$ cat src/rtl/rkns_pkg.sv
// rkns_pkg: word types and fixed widths for the rotating k-of-n node selector
// used by rkns_keep and rotating_k_of_n_node_selector_core; no dependencies
package rkns_pkg;

	localparam int NODE_W = 64;
	localparam int CNT_W  = 7;
	localparam int PTR_W  = 6;
	localparam int GRP_W  = 8;
	localparam int GRP_N  = NODE_W / GRP_W;
	localparam int GCNT_W = 4;

	localparam logic [CNT_W-1:0] NODE_COUNT_RST = 7'd64;

	typedef struct packed {
		logic [NODE_W-1:0] available_mask;
		logic [CNT_W-1:0]  wanted;
	} in_word_t;

	typedef struct packed {
		logic [NODE_W-1:0] selected_mask;
		logic [CNT_W-1:0]  selected_count;
	} out_word_t;

endpackage

$ cat src/rtl/rotating_k_of_n_node_selector_core.sv
// rotating_k_of_n_node_selector_core: top level of the rotating k-of-n node
// selector; depends on rkns_pkg and rkns_keep
//
//  channel | direction | handshake              | word
//  in      | input     | in_valid / in_stall    | in_word (available_mask, wanted)
//  out     | output    | out_valid / out_stall  | out_word (selected_mask, selected_count)
//  cfg     | input     | cfg_we                 | cfg_wdata (node_count)
//
// one word per cycle when the output is not stalled; the mask is rotated by the
// start pointer into an input register, then ranked and rotated back into the
// output register. the pointer advances at each accepted word.
// reset clears both stages, the pointer to zero and node_count to 64.
// a stall on the output holds both stages; the input is stalled only when
// the input register is full and cannot move on.
module rotating_k_of_n_node_selector_core
	import rkns_pkg::*;
#(
	parameter int MAX_NODES = 64
) (
	input  logic       clk,
	input  logic       arst_n,
	input  logic       in_valid,
	output logic       in_stall,
	input  in_word_t   in_word,
	output logic       out_valid,
	input  logic       out_stall,
	output out_word_t  out_word,
	input  logic       cfg_we,
	input  logic [CNT_W-1:0] cfg_wdata
);

	localparam logic [NODE_W-1:0] NODE_MASK = (MAX_NODES >= NODE_W) ?
		{NODE_W{1'b1}} : ((NODE_W'(1) << MAX_NODES) - NODE_W'(1));
	localparam logic [CNT_W-1:0] MAX_NODES_C = CNT_W'(MAX_NODES);

	logic [CNT_W-1:0]    node_count_q;
	logic [PTR_W-1:0]    ptr_q;
	logic                valid_s1;
	logic [NODE_W-1:0]   rot_s1;
	logic [CNT_W-1:0]    want_s1;
	logic [PTR_W-1:0]    ptr_s1;
	logic                out_valid_q;
	out_word_t           out_word_q;

	logic                adv1, adv2, in_acc;
	logic [CNT_W-1:0]    ptr_inc;
	logic [NODE_W-1:0]   avail;
	logic [2*NODE_W-1:0] rot_in_wide;
	logic [NODE_W-1:0]   kept;
	logic [CNT_W-1:0]    total;
	logic [2*NODE_W-1:0] rot_out_wide;
	out_word_t           res;

	assign adv2     = !out_valid_q || !out_stall;
	assign adv1     = !valid_s1 || adv2;
	assign in_stall = !adv1;
	assign in_acc   = in_valid && adv1;

	assign ptr_inc = {1'b0, ptr_q} + CNT_W'(1);

	// rotate right by the pointer: lower group lands on top, above the upper group
	assign avail       = in_word.available_mask & NODE_MASK;
	assign rot_in_wide = {avail, avail} >> ptr_q;

	rkns_keep u_keep (
		.bits  (rot_s1),
		.limit (want_s1),
		.kept  (kept),
		.total (total)
	);

	assign rot_out_wide       = {kept, kept} << ptr_s1;
	assign res.selected_mask  = rot_out_wide[2*NODE_W-1:NODE_W];
	assign res.selected_count = (want_s1 < total) ? want_s1 : total;

	always_ff @(posedge clk or negedge arst_n) begin
		if (!arst_n) begin
			node_count_q <= NODE_COUNT_RST;
		end else if (cfg_we) begin
			node_count_q <= cfg_wdata;
		end
	end

	always_ff @(posedge clk or negedge arst_n) begin
		if (!arst_n) begin
			ptr_q       <= '0;
			valid_s1    <= 1'b0;
			out_valid_q <= 1'b0;
		end else begin
			if (in_acc) begin
				if (ptr_inc >= node_count_q || ptr_inc >= MAX_NODES_C) begin
					ptr_q <= '0;
				end else begin
					ptr_q <= ptr_inc[PTR_W-1:0];
				end
			end
			if (adv1) begin
				valid_s1 <= in_valid;
			end
			if (adv2) begin
				out_valid_q <= valid_s1;
			end
		end
	end

	always_ff @(posedge clk) begin
		if (in_acc) begin
			rot_s1  <= rot_in_wide[NODE_W-1:0];
			want_s1 <= in_word.wanted;
			ptr_s1  <= ptr_q;
		end
		if (adv2 && valid_s1) begin
			out_word_q <= res;
		end
	end

	assign out_valid = out_valid_q;
	assign out_word  = out_word_q;

endmodule

$ cat src/rtl/rkns_keep.sv
// rkns_keep: keeps the highest set bits of a 64-bit vector up to a limit and
// returns the total number of set bits; depends on rkns_pkg
module rkns_keep
	import rkns_pkg::*;
(
	input  logic [NODE_W-1:0] bits,
	input  logic [CNT_W-1:0]  limit,
	output logic [NODE_W-1:0] kept,
	output logic [CNT_W-1:0]  total
);

	logic [GCNT_W-1:0] grp_cnt [GRP_N];
	logic [CNT_W-1:0]  grp_above [GRP_N];

	// per-group population counts
	always_comb begin
		for (int g = 0; g < GRP_N; g++) begin
			grp_cnt[g] = GCNT_W'($countones(bits[g*GRP_W +: GRP_W]));
		end
	end

	// ones in all groups above each group
	always_comb begin
		grp_above[GRP_N-1] = '0;
		for (int g = GRP_N - 2; g >= 0; g--) begin
			grp_above[g] = grp_above[g+1] + CNT_W'(grp_cnt[g+1]);
		end
		total = grp_above[0] + CNT_W'(grp_cnt[0]);
	end

	// rank of each bit is the ones above it; keep while rank is under the limit
	always_comb begin
		logic [GRP_W-1:0] grp;
		logic [GRP_W-1:0] upper;
		logic [CNT_W-1:0] rank;
		for (int g = 0; g < GRP_N; g++) begin
			grp = bits[g*GRP_W +: GRP_W];
			for (int j = 0; j < GRP_W; j++) begin
				upper = grp & GRP_W'({GRP_W{1'b1}} << (j + 1));
				rank  = grp_above[g] + CNT_W'($countones(upper));
				kept[g*GRP_W + j] = grp[j] && (rank < limit);
			end
		end
	end

endmodule

$ cat config.mk
export PLATFORM = sky130hd
export DESIGN_NAME = rotating_k_of_n_node_selector_core
export DESIGN_NICKNAME = d
export VERILOG_FILES = /design/src/rtl/rkns_pkg.sv /design/src/rtl/rotating_k_of_n_node_selector_core.sv /design/src/rtl/rkns_keep.sv
export SDC_FILE = /design/constraint.sdc
export NUM_CORES = 1
export LEC_CHECK = 0
export BUFFER_PORTS_ARGS = -buffer_cell sky130_fd_sc_hd__buf_2
export CORE_ASPECT_RATIO = 2
export CORE_MARGIN = 2
export CORE_UTILIZATION = 60
export CTS_BUF_LIST = sky130_fd_sc_hd__clkbuf_16
export CTS_CLUSTER_SIZE = 14
export DETAILED_ROUTE_END_ITERATION = 10
export GPL_TIMING_DRIVEN = 0
export PLACE_DENSITY = 0.85
export RECOVER_POWER = 50
export SYNTH_ARGS = -nofsm -noshare
export SYNTH_HDL_FRONTEND = slang
export SYNTH_SLANG_ARGS = --single-unit
$ cat constraint.sdc
create_clock -name clk -period 15.3 [get_ports clk]
set_clock_uncertainty 0.05 [all_clocks]
set_input_delay 3.825 -clock clk [delete_from_list [all_inputs] [get_ports clk]]
set_output_delay 3.825 -clock clk [all_outputs]
set_load 0.01 [all_outputs]
==> results of run 1 <==
[per-stage QoR]
step	instance area (um2)	utilization [%]	hold WS, ns	setup WS (ns)
after floorplan	31200	-	0.373	2.54
after global placement	32800	63.5	0.418	-1.85
after detailed placement	33100	64.0	0.430	-2.14
after CTS	33700	65.3	0.447	0.0622
[routing by layer]
metal	GRT overflow	GRT usage (%)
met5	0	0
met4	2	58.3
met2	2	79.4
met3	0	19.1
met1	0	45.5
[logic make-up after synthesis]
logic type	count (synthesis)	share of synthesized area [%]
adder cells (fa/ha/maj)	619	27.6
flip-flops	163	15.4
other	1	0.0120
buffers and inverters	455	5.59
multiplexers	412	20.4
AND/OR/NAND/NOR	553	8.70
AO/OA/AOI/OAI	760	15.8
XOR/XNOR	216	6.41
[repair_timing]
action                     4_1_cts
cloned                           0
setup endpoints to repair       71
setup buffers                    0
pin swaps                        0
gates resized for setup         14
==> results.toml, run 1 <==
[placement]
post-place-cells = 4005
portBuffers = 155
dpl.hpwl_um = 100000
gp_congestion = 1.10

[synthesis]
synthTopCellsByArea = "ha_1 (20%), edfxtp_1 (14%), mux4_2 (12%), fa_1 (7.4%), mux2i_1 (5.2%)"
synthArstFlopShare_pct = 9.20
synth_flop_cell = "edfxtp_1"
postSynthCellCount = 3179
syn_avg_cell_area_um2 = 9.82
synth_top_area_cell = "ha_1"
syn-cell-area_um2 = 31200
synth_edf_count = 148
ys_ff_latch = 163
ys_warn_count = 0
synth_seq_area_share_pct = 15.4
yosysMostFrequentCell = "ha_1"
ys_types = 90
synth_top_area_share_pct = 20.2
synthTopCellsByCount = "ha_1 (503), inv_1 (300), nand2_1 (201)"

[clocking]
cts_inserted_buffers = 17
cts_sinks = 163
cts_buffer_depth = 2
postCtsHoldBufs = 0
htreeDepth = 4
cts-root-buf = "clkbuf_16"

[floorplan]
initial_utilization_pct = 60.4
die_w_um = 165
ios = 156
placementRows = 118
fp.dieH_um = 327

[status]
error_line = "[ERROR GRT-0116] Global routing finished with congestion. Check the congestion regions in the DRC Viewer."
stop_stage = "global routing (5_1_grt)"
status = "stopped before the end"

[global_route]
grt_usage_pct = 50.5
grt_pass1_vias = 31700
overflow = 4
grt_pass1_wl_um = 200000
grt_max_degree = 68
==> inputs of run 2 (changes only) <==
--- a/config.mk
+++ b/config.mk
@@ -6,14 +6,11 @@
 export NUM_CORES = 1
 export LEC_CHECK = 0
 export BUFFER_PORTS_ARGS = -buffer_cell sky130_fd_sc_hd__buf_2
-export CORE_ASPECT_RATIO = 2
 export CORE_MARGIN = 2
-export CORE_UTILIZATION = 60
-export CTS_BUF_LIST = sky130_fd_sc_hd__clkbuf_16
-export CTS_CLUSTER_SIZE = 14
+export CORE_UTILIZATION = 40
 export DETAILED_ROUTE_END_ITERATION = 10
 export GPL_TIMING_DRIVEN = 0
-export PLACE_DENSITY = 0.85
+export PLACE_DENSITY_LB_ADDON = 0.15
 export RECOVER_POWER = 50
 export SYNTH_ARGS = -nofsm -noshare
 export SYNTH_HDL_FRONTEND = slang
==> results.toml, run 2 <==
[status]
status = "finished with violations"
violations = "capacitance limit, slew limit"

[routing]
drt-met1-wl_um = 48600
vias_per_cell = 5.97
dr_total_vias = 26400
routed.top_layer = "met4"
drc_errors = 0
wirelength_um = 111000
drt-pass1-iter-count = 6
dr_wl_met3_um = 7420
ant_nets = 0
wl_met2_um = 51400
dr.first_iter.drc_count = 2079
wire_per_inst_um = 25.1

[global_route]
overflow = 0
grt_pass1_wl_um = 168000
grt_usage_pct = 27.5
grt_max_degree = 64
grt_pass1_vias = 26000
antenna_found_initial = 5

[clocking]
htreeDepth = 4
clock_latency_ns = 0.52
cts-root-buf = "clkbuf_16"
cts_buffer_depth = 2
cts_inserted_buffers = 17
cts_tree = "yes"
postCtsHoldBufs = 0
cts_sinks = 163
path_clk_slew_ns = 0.09

[finish]
final-seq-area_um2 = 4820
final.fill_count = 7651
largest_reg_flops = 71
nets = 4068
multi_input_area_um2 = 24800
synthToLayoutAreaGrowth_pct = 9.34
final_common_cell = "ha_1"
drive_above_1_share_pct = 13.3
final_cells = 4420
final_cell_mix = "ha_1 (502), inv_1 (293), nand2_1 (201), o21ai_0 (185), a21oi_1 (175)"

[synthesis]
synthArstFlopShare_pct = 9.20
yosysMostFrequentCell = "ha_1"
synthTopCellsByArea = "ha_1 (20%), edfxtp_1 (14%), mux4_2 (12%), fa_1 (7.4%), mux2i_1 (5.2%)"
synthTopCellsByCount = "ha_1 (503), inv_1 (300), nand2_1 (201)"
syn_avg_cell_area_um2 = 9.82
ys_ff_latch = 163
ys_types = 90
postSynthCellCount = 3179
synth_top_area_share_pct = 20.2
synth_seq_area_share_pct = 15.4
ys_warn_count = 0
synth_top_area_cell = "ha_1"
synth_edf_count = 148
syn-cell-area_um2 = 31200
synth_flop_cell = "edfxtp_1"

[critical_path]
crit_top_cell = "ha_1"
cp.arrival_ns = 14.95
end_kind = "register"
required_ns = 15.56
cp_max_fo = 12
reg2reg_slack_ns = 0.62
criticalPathCategory = "register to register"
worstReg2RegStart = "rot_s1[62]"
rr_worst_depth = 44
cpMaxStageDelayCell = "xnor2_2"
cpPeakStageDelay_ns = 0.53
worstReg2RegEnd = "out_word[25]"
crit_path_start_kind = "register"

[timing]
finalSetupViolCount = 0
timing.final.ws_setup_ns = 0.616
max_freq_ghz = 0.0681
worst_pin_slew_ns = 4.06
min_period_ns = 14.68
timing.slew.headroom_pct = -171
rsz0062_at_grt = "false"
fin_tns_setup_ns = 0
drv_slew = 112
final_hold_viol_count = 0
post-route-period-util_pct = 96.0

[floorplan]
core_area_um2 = 77300
die_w_um = 283
initial_utilization_pct = 40.4
dieArea_um2 = 80300
fp.dieH_um = 283
placementRows = 102
ios = 156

[placement]
gp_congestion = 1.00
portBuffers = 155
dp_slack_ns = -1.33
post-place-cells = 4387
dpl.hpwl_um = 89300

[min_path]
holdCritStartpoint = "valid_s1"
min_path_cells = 1
holdCritPathClass = "register to register"
hold_path_end = "out_valid"

[job]
max_cap_viol_count = 3
## run 2: cells by family after synthesis
| logic type | share of synthesized area (%) |
|---|---|
| buffers and inverters | 5.59 |
| XOR/XNOR | 6.41 |
| other | 0.0120 |
| multiplexers | 20.4 |
| adder cells (fa/ha/maj) | 27.6 |
| flip-flops | 15.4 |
| AO/OA/AOI/OAI | 15.8 |
| AND/OR/NAND/NOR | 8.70 |
## run 2: stage by stage
stage,cell area (um2),util [%],hold WS [ns]
global placement,33300,43.1,0.413
finish,34100,44.1,0.430
global route,34100,44.1,0.445
CTS,34200,44.3,0.442
detailed placement,33600,43.4,0.421
floorplan,31200,-,0.373
## run 2: worst max-delay path, delay by kind of cell (launching register included)
family | cells | cell delay, ns
compound gates | 10 | 2.39
xor+xnor | 7 | 2.51
fa+ha+maj | 13 | 4.59
buf+inv | 9 | 3.14
flops | 1 | 0.45
simple gates | 5 | 1.26
## run 2: layout make-up
cell class              instances  share of cell area [%]
multi-input cells            2563                    72.5
flip-flops and latches        163                    14.1
well taps                    1040                    3.81
inverters                     312                    3.50
repair buffers                166                    2.54
plain buffers                 143                    1.70
clock buffers                  17                    1.25
clock inverters                15                   0.575
diodes                          1                 0.00733
## run 2: routing by layer
layer	vias up	track usage, %
li1	12200	-
met1	12900	37.5
met2	1072	44.8
met3	190	3.80
met4	0	9.33
met5	-	0
## run 2: worst max path at each step
stage	startpoint	slack (ns)	endpoint	cells past startpoint
3_5_place_dp	rot_s1[63]	-1.33	out_word[21]	44
6_report	rot_s1[62]	0.62	out_word[25]	44
5_1_grt	rot_s1[63]	0.05	out_word[25]	44
3_3_place_gp	rot_s1[63]	-1.93	out_word[25]	40
2_1_floorplan	rot_s1[62]	2.54	out_word[25]	40
4_1_cts	rot_s1[63]	0.14	out_word[21]	42
## run 2: timing repair
| item | 4_1_cts | 5_1_grt |
|---|---|---|
| buffers inserted | 0 | 0 |
| endpoints found under the setup margin | 65 | 64 |
| gates resized for setup | 8 | 9 |
| pin swaps | 0 | 0 |
Power of run 2 is left out: the tool's default activity adds up to more than one toggle a clock period on the data nets, which glitch-free logic cannot reach.
==> inputs of run 3 (changes only) <==
--- a/config.mk
+++ b/config.mk
@@ -10,6 +10,7 @@
 export CORE_UTILIZATION = 40
 export DETAILED_ROUTE_END_ITERATION = 10
 export GPL_TIMING_DRIVEN = 0
+export MAX_ROUTING_LAYER = met4
 export PLACE_DENSITY_LB_ADDON = 0.15
 export RECOVER_POWER = 50
 export SYNTH_ARGS = -nofsm -noshare
==> results.toml, run 3 (synthesized netlist as in run 2, its figures left out) <==
[placement]
gp_congestion = 1.02
dp_slack_ns = -1.33
portBuffers = 155
dpl.hpwl_um = 89800

[clocking]
cts-root-buf = "clkbuf_16"
clock_latency_ns = 0.51
htreeDepth = 4
postCtsHoldBufs = 0
cts_buffer_depth = 2
cts_inserted_buffers = 17
postCtsSetupRepairBufs = 0
path_clk_slew_ns = 0.09
cts_tree = "yes"
cts_sinks = 163

[timing]
worst_pin_slew_ns = 4.01
worst_hold_slack_ns = 0.445
min_period_ns = 14.67
drv_slew = 116
finalSetupViolCount = 0
timing.final.ws_setup_ns = 0.630
final_hold_viol_count = 0
rsz0062_at_grt = "false"
fin_tns_setup_ns = 0
post-route-period-util_pct = 95.9
max_freq_ghz = 0.0682
timing.slew.headroom_pct = -167

[min_path]
holdCritPathClass = "register to register"

[floorplan]
fp.dieH_um = 283
core_area_um2 = 77300
ios = 156
placementRows = 102
initial_utilization_pct = 40.4
dieArea_um2 = 80300
die_w_um = 283

[finish]
final_common_cell = "ha_1"
largest_reg_flops = 71
final_cell_mix = "ha_1 (502), inv_1 (293), nand2_1 (201), o21ai_0 (185), a21oi_1 (175)"
drive_above_1_share_pct = 13.6
nets = 4069
synthToLayoutAreaGrowth_pct = 9.45
utilization_pct = 44.2

[global_route]
grt_pass1_vias = 26000
antenna_found_initial = 4
grt_pass1_wl_um = 169000
grt_max_degree = 64
grt_usage_pct = 28.7
overflow = 0

[routing]
dr.first_iter.drc_count = 2355
drc_errors = 0
drt-pass1-iter-count = 5
dr_total_vias = 26500
wirelength_um = 112000
ant_nets = 0
vias_per_cell = 5.99
wire_per_inst_um = 25.4

[critical_path]
crit_top_cell = "ha_1"
cp_max_fo = 12
crit_path_start_kind = "register"
cpMaxStageDelayCell = "mux4_2"
cpPeakStageDelay_ns = 0.56
required_ns = 15.58
end_kind = "register"
criticalPathCategory = "register to register"
cp.arrival_ns = 14.95

[status]
violations = "capacitance limit, slew limit"
status = "finished with violations"

[job]
max_cap_viol_count = 3
## run 3: metrics by stage
| stage | cell area (um2) | std cells |
|---|---|---|
| final | 34200 | 4421 |
| after global routing | 34200 | 4420 |
| after CTS | 34300 | 4420 |
| after detailed placement | 33600 | 4388 |
| after global placement | 33300 | 4376 |
| after floorplan | 31200 | 3181 |
## run 3: worst paths after layout
kind | slack [ns] | end | depth (start not counted) | start
worst max register to register | 0.63 | out_word[17] | 44 | rot_s1[62]
worst min-delay path | 0.44 | out_valid | 1 | valid_s1
worst max-delay path | 0.63 | out_word[17] | 44 | rot_s1[62]
min in group asynchronous | 3.34 | node_count_q[3] | 1 | arst_n
worst min register to register | 0.44 | out_valid | 1 | valid_s1
max in group asynchronous | 11.35 | ptr_q[3] | 1 | arst_n
## run 3: cell type report
type | instances | area (um2)
Antenna cell | 1 | 2.50
Buffer | 143 | 581
Clock buffer | 17 | 425
Clock inverter | 15 | 204
Fill cell | 7563 | 43200
Inverter | 312 | 1190
Multi-Input combinational cell | 2563 | 24800
Sequential cell | 163 | 4820
Tap cell | 1040 | 1300
Timing Repair Buffer | 167 | 872
## run 3: worst max-delay path: cells and delay by family (launching register included)
| kind | cells | cell delay [ns] |
|---|---|---|
| simple gates | 4 | 0.63 |
| compound gates | 8 | 1.75 |
| buf+inv | 9 | 3.17 |
| xor+xnor | 7 | 2.49 |
| flops | 1 | 0.47 |
| fa+ha+maj | 13 | 4.58 |
| mux | 3 | 1.29 |
## run 3: what timing repair did
action	in CTS	in global routing
gates cloned	0	0
endpoints found under the hold margin	0	0
endpoints found under the setup margin	64	64
resized for setup	7	12
pin swaps	0	0
## run 3: layer usage
metal	global-route usage, %	part of all wire, %	up-vias
met5	-	0	-
met4	10.4	3.9	0
met3	3.03	6.3	201
met2	45.0	46	1115
met1	38.3	44	13000
li1	-	-	12200
Power of run 3 is left out for the same reason.
